$ cat src/hdl/ptbl_pkg.sv
package ptbl_pkg;

  // Item opcodes.
  typedef enum logic [1:0] {
    OP_QUERY = 2'd0,
    OP_WR_ANGLE = 2'd1,
    OP_WR_SPEED = 2'd2,
    OP_WR_ENTRY = 2'd3
  } opcode_t;

  // Configuration register indexes.
  localparam logic CFG_ANGLE_USED = 1'b0;
  localparam logic CFG_SPEED_USED = 1'b1;

  // Datapath commands from the controller.
  typedef enum logic [3:0] {
    CMD_NONE,
    CMD_CAPTURE,
    CMD_WRITE,
    CMD_SRCH_A,
    CMD_SRCH_S,
    CMD_READ,
    CMD_LOAD_DIV,
    CMD_DIV_STEP,
    CMD_STORE_DIV,
    CMD_FINISH
  } cmd_t;

  // Status back to the controller.
  typedef struct packed {
    logic is_query;
    logic zero_query;
    logic srch_done;
    logic read_done;
    logic div_done;
  } status_t;

endpackage

$ cat src/hdl/ptbl_ctrl.sv
module ptbl_ctrl (
  input  logic              clk,
  input  logic              rst_n,
  input  logic              in_valid,
  output logic              in_stall,
  output logic              out_valid,
  input  logic              out_stall,
  input  ptbl_pkg::status_t st,
  output ptbl_pkg::cmd_t    cmd,
  output logic [1:0]        div_sel
);
  import ptbl_pkg::*;

  typedef enum logic [3:0] {
    S_IDLE, S_DECODE, S_SRCH_A, S_SRCH_S, S_READ, S_LOAD, S_DIV, S_STORE, S_FIN
  } state_t;

  state_t     state_r, state_nxt;
  logic [1:0] sel_r, sel_nxt;
  logic       ov_r, ov_nxt;
  logic       out_busy;

  // The output register is still held by a stalled result.
  assign out_busy  = ov_r && out_stall;
  assign in_stall  = (state_r != S_IDLE);
  assign out_valid = ov_r;
  assign div_sel   = sel_r;

  // Command decode per state.
  always_comb begin
    cmd = CMD_NONE;
    unique case (state_r)
      S_IDLE:   cmd = in_valid ? CMD_CAPTURE : CMD_NONE;
      S_DECODE: cmd = st.is_query ? CMD_NONE : CMD_WRITE;
      S_SRCH_A: cmd = CMD_SRCH_A;
      S_SRCH_S: cmd = CMD_SRCH_S;
      S_READ:   cmd = CMD_READ;
      S_LOAD:   cmd = CMD_LOAD_DIV;
      S_DIV:    cmd = CMD_DIV_STEP;
      S_STORE:  cmd = CMD_STORE_DIV;
      S_FIN:    cmd = out_busy ? CMD_NONE : CMD_FINISH;
      default:  cmd = CMD_NONE;
    endcase
  end

  // Sequencing: a nonzero query searches both axes, reads four corners, then runs three divisions.
  // The finish step waits while an earlier result is still stalled.
  always_comb begin
    state_nxt = state_r;
    sel_nxt   = sel_r;
    ov_nxt    = out_busy;
    unique case (state_r)
      S_IDLE:   if (in_valid) state_nxt = S_DECODE;
      S_DECODE: begin
        if (!st.is_query) state_nxt = S_IDLE;
        else if (st.zero_query) state_nxt = S_FIN;
        else state_nxt = S_SRCH_A;
      end
      S_SRCH_A: if (st.srch_done) state_nxt = S_SRCH_S;
      S_SRCH_S: if (st.srch_done) state_nxt = S_READ;
      S_READ:   if (st.read_done) begin
        state_nxt = S_LOAD;
        sel_nxt   = 2'd0;
      end
      S_LOAD:   state_nxt = S_DIV;
      S_DIV:    if (st.div_done) state_nxt = S_STORE;
      S_STORE:  begin
        if (sel_r == 2'd2) state_nxt = S_FIN;
        else begin
          sel_nxt   = sel_r + 2'd1;
          state_nxt = S_LOAD;
        end
      end
      S_FIN:    if (!out_busy) begin
        ov_nxt    = 1'b1;
        state_nxt = S_IDLE;
      end
      default:  state_nxt = S_IDLE;
    endcase
  end

  always_ff @(posedge clk) begin
    if (!rst_n) begin
      state_r <= S_IDLE;
      sel_r   <= 2'd0;
      ov_r    <= 1'b0;
    end else begin
      state_r <= state_nxt;
      sel_r   <= sel_nxt;
      ov_r    <= ov_nxt;
    end
  end
endmodule

$ cat config.mk
export PLATFORM = sky130hd
export DESIGN_NAME = ptbl_ctrl
export DESIGN_NICKNAME = d
export VERILOG_FILES = /design/src/hdl/ptbl_pkg.sv /design/src/hdl/ptbl_ctrl.sv
export SDC_FILE = /design/constraint.sdc
export NUM_CORES = 1
export LEC_CHECK = 0
export BUFFER_PORTS_ARGS = -buffer_cell sky130_fd_sc_hd__buf_2
export CAP_MARGIN = 5
export CORE_UTILIZATION = 30
export DETAILED_ROUTE_END_ITERATION = 8
export GPL_TIMING_DRIVEN = 0
export PLACE_DENSITY = 0.52
export SETUP_SLACK_MARGIN = 0.3
export SLEW_MARGIN = 15
export SYNTH_ARGS = -nofsm -noshare
export SYNTH_HDL_FRONTEND = slang
export SYNTH_SLANG_ARGS = --single-unit
$ cat constraint.sdc
create_clock -name clk -period 1.7 [get_ports clk]
set_clock_uncertainty 0.1 [all_clocks]
set_input_delay 0.34 -clock clk [delete_from_list [all_inputs] [get_ports clk]]
set_output_delay 0.34 -clock clk [all_outputs]
set_load 0.05 [all_outputs]
; Word-level counts from Yosys, hierarchy flattened
; Index checks and enable logic that the tools add are counted.
[word_totals]
register_bits = 7
output_inout_bits = 8
wordCells = 44
[classes]
addsub = 1
mux = 18
eq_ne = 16
reduce_logical = 6
[ops]
columns = operator, n
row1 = 4-bit one-hot mux with 9 select lines, 2
row2 = 4-bit 2-to-1 mux, 10
row3 = 4-bit by 3-bit equality test with 1-bit output (second input constant), 4
row4 = 2-bit != test (second input constant), 7
row5 = 4-bit by 2-bit equality test with 1-bit output (second input constant), 2
row6 = 2-bit 2-to-1 mux, 3
row7 = 6-bit AND reduction, 1
row8 = 4-bit by 1-bit equality test with 1-bit output (second input constant), 1
row9 = 4-bit equality test (second input constant), 1
row10 = 4-bit zero test, 1
row11 = 2-bit one-hot mux with 2 select lines, 1
row12 = 4-bit nonzero test, 1
row13 = 3-bit AND reduction, 1
row14 = 2-bit by 1-bit adder with 2-bit output (second input constant), 1
row15 = 2-bit equality test (second input constant), 1
row16 = 1-bit 2-to-1 mux, 2
row17 = 2-bit nonzero test, 1
row18 = 1-bit logical AND, 1

; Logic depth before layout (Yosys ltp)
[logic_depth]
word_depth = 3
mapped_depth = 6
ltp_nobuf = 6

; Worst setup path before layout
; Ideal clock, no wire load.
[synth_path]
path_type = reg-to-output
start = reg state_r[2]
end = out cmd[1]
stages_incl_launch_ff = 5
required_time_ns = 1.260
path_slack_ns = -0.259
t_arrival_ns = 1.519
cell_sequence = dfxtp_1 -> clkbuf_1 -> nor2b_1 -> o21ai_0 -> nor2b_1
[synth_between]
elab_chain_len = 2
[synth_rtl]
columns = element, line_no
row1 = from (decl), ptbl_ctrl.sv:18  ; state_t state_r, state_nxt;
row2 = from (signal assigned), ptbl_ctrl.sv:88  ; state_r <= state_nxt;
row3 = "4-bit equality test, or another cell as far along", ptbl_ctrl.sv:32  ; unique case (state_r)
row4 = 4-bit one-hot mux with 9 select lines (*), ptbl_ctrl.sv:32
row5 = to (decl), ptbl_ctrl.sv:9  ; output ptbl_pkg::cmd_t cmd,
; Every way passes the cells marked *; elsewhere a longest branch is shown, timed or not.

; Worst setup path in the final report
[layout_path]
start = reg state_r[2]
end = out cmd[0]
; Same word-level chain as after synthesis.

==> out/qor.csv <==
metric,value,unit
Yosys warning count,0,
average routed wire per standard cell,11.62,µm
Hold Fails Final Rpt,0,
DRT iter0 DRCs,11,
nets,111,
mux contribution to synthesized area,0.1037,
Initial Util,0.3179,
Synth top area share,0.2581,
Core Area,1708,µm²
cell area after synthesis,543.0,µm²
CTS Buf Count,3,
"CP delay by family, top",flip-flops,
Crit path required time,1.26,ns
global-route wire length before repair,2435,µm
Max Fclk,565.0,MHz
pins over their slew limit,0,
"Seq/Total Area, Yosys",0.2581,
Post-Syn Nets,83,
DR vias,611,
maximum fanout along the worst path,7,
DRT Pass-1 Iters,4,
diodes inserted,0,
PortBufs,16,
CTS Hold Bufs,0,
number of global-route vias before repair,575,
Total GRT Usage,0.1728,
vias per cell,4.888,
Synth Area in XOR/XNOR,0.01613,
Max VDD drop,0.0004888,V
Die H,44.55,µm
clk sinks,7,
die width,44.55,µm
placement row count,15,
number of max-cap violations,0,
DR DRC count,0,
Slew HR,0.8283,
largest net degree at the start of global routing,11,
reg2reg start,state_r[1]$_SDFFE_PN0P_,
Critical Path Most Common Cell,buf_8,
Yosys cell types,30,
minimum clock period,1.770,ns
part of the cycle the worst path needs,1.041,
Lkg Pwr,0.3781,nW
worst hold start,rst_n,
Final WS setup,-0.07005,ns
worst reg-to-reg path cell count,5,
simple-gate share of the synthesized area,0.4078,
most frequent cells in the layout,"buf_2, nand2_1",
Synth Register Bits,7,
Cells after Synth,73,
RSZ-0062 raised after global routing,true,
CTS tree,done,
area of the die,1984,µm²
"FFs w/ async S/R, synth",0,
Setup Crit Path Kind,register to output pin,
Worst Hold End,state_r[3]$_SDFFE_PN0P_,
Cell Count Post-Placement,114,
Syn Area/Cell,7.439,µm²
slowest CP cell,dfxtp_4,
largest cells by area after synthesis,"dfxtp_1, nor2b_1, nand2_1, mux2i_1, nor2_1",
violated checks,setup timing,
CP Capture Type,output pin,
Ports,17,
remaining antenna violation count after routing,0,
CTS max path bufs,2,
FF-to-FF setup slack,-0.01,ns
share of layout cells above drive strength 1,0.6000,
Main synth FF type,dfxtp_1,
pwr/cell area,714.9,nW/µm²
largest area contributor in the netlist,dfxtp_1,
Synth Area in Adders,0.02304,
HPWL Detailed,970.9,µm
Final setup viols,4,
Buf/Inv on CP,2,
cells along the critical path,"buf_8, nor3_4, nor2_1, a31oi_2, nor2_4, buf_8",
Layout Cells excl Fill,125,
hold path depth,3,
final cell area excluding filler cells,952.2,µm²
Layout area overhead,75.35,%
Worst setup SP type,register,
gr ovfl total,0,
Worst-Margin Slew,0.2567,ns
Synth Area in Compound Gates,0.1336,
CP peak stage delay,0.36,ns
status,"finished, violations left",
Placement Cell Area,721.9,µm²
clock-pin slew on the worst setup and hold paths,0.05,ns
total length of routed wires,1453,µm
largest family of logic cells by synthesized area,simple AND/OR/NAND/NOR gates,
Layout Utilization,0.5575,
"commonest non-fill, non-tap cell in the layout",buf_2,
Clock Latency Late Sink,0.26,ns
GP Congestion,0.7653,
CTS H-tree depth,1,
WP data arrival,1.33,ns
Clock Root Buffer,clkbuf_4,
number of flops mapped to enable cells by yosys,0,
initial antenna violation count,0,
reg-to-reg critical path endpoint,state_r[1]$_SDFFE_PN0P_,
worst hold path class,input port to register,
registers in the layout, indices dropped and copies added, names as in the netlist:
signal / count
div_sel: 2
out_valid: 1
state_r: 4
synthesized netlist by cell type, types with 2 or more instances:
cell type,number
nand2_1,9
nor2_1,8
dfxtp_1,7
nor2b_1,6
nand2b_1,4
o21ai_0,4
a21oi_1,3
inv_1,3
mux2i_1,3
nor3_1,3
a31oi_1,2
clkbuf_1,2
nand3_1,2
report_power, final:
group	leakage, nW	switching, mW	total, mW	internal (mW)
sequential	0.0607	0.0161	0.189	0.173
clock	0.0150	0.0635	0.153	0.0897
combinational	0.302	0.176	0.338	0.162
cell type report:
cell class / count / area [µm²]
multi-input cells: 59 / 494.2
fillers: 160 / 755.7
flip-flops and latches: 7 / 157.7
repair buffers: 23 / 176.4
inverters: 3 / 11.26
clock buffers: 4 / 26.28
well taps: 25 / 31.28
plain buffers: 4 / 55.05
repair_timing:
action,CTS,global route
setup endpoints to repair,10,11
pin swaps,7,4
resized for setup,30,11
setup buffers,4,2
cloned,1,0
routing by layer:
metal	track usage	up-vias	part of all wire
met1	0.2088	292	0.47
met5	0	-	0
met3	0.07347	0	0.045
met4	0.06061	0	0
li1	-	306	-
met2	0.2735	13	0.49
tightest hold or removal path, cell delays in order:
cell and delay [ns]:
buf_2 0.14, nand3_2 0.09, a21oi_2 0.03
metrics by stage:
step	setup TNS [ns]	hold WS [ns]	setup slack, ns	total power [mW]
finish	-0.1790	0.2840	-0.07005	0.6807
global route	-0.4587	0.2791	-0.1359	0.7254
CTS	-0.2502	0.2611	-0.1081	0.6537
detailed placement	-0.1494	0.4390	-0.1416	0.4246
global placement	-0.1186	0.4337	-0.1184	0.4249
floorplan	0	0.3668	0.1544	0.3755
cell families after synthesis:
group / count (synthesis)
AOI/OAI and AO/OA: 12
buffers and inverters: 7
and+or+nand+nor: 40
DFF: 7
xor gates and xnor gates: 1
adders and majority gates: 1
muxes: 5
how the worst max path moves through the flow:
stage                              endpoint  slack [ns]                    start  cells past startpoint
finish                               cmd[0]       -0.07  state_r[2]$_SDFFE_PN0P_                      6
global route                         cmd[0]       -0.14  state_r[2]$_SDFFE_PN0P_                      6
CTS                                  cmd[0]       -0.11  state_r[2]$_SDFFE_PN0P_                      6
detailed placement                   cmd[3]       -0.14  state_r[1]$_SDFFE_PN0P_                      4
global placement                     cmd[3]       -0.12  state_r[1]$_SDFFE_PN0P_                      4
floorplan           state_r[1]$_SDFFE_PN0P_        0.15  state_r[1]$_SDFFE_PN0P_                      4
No activity file was read; power rests on OpenSTA's default activity.
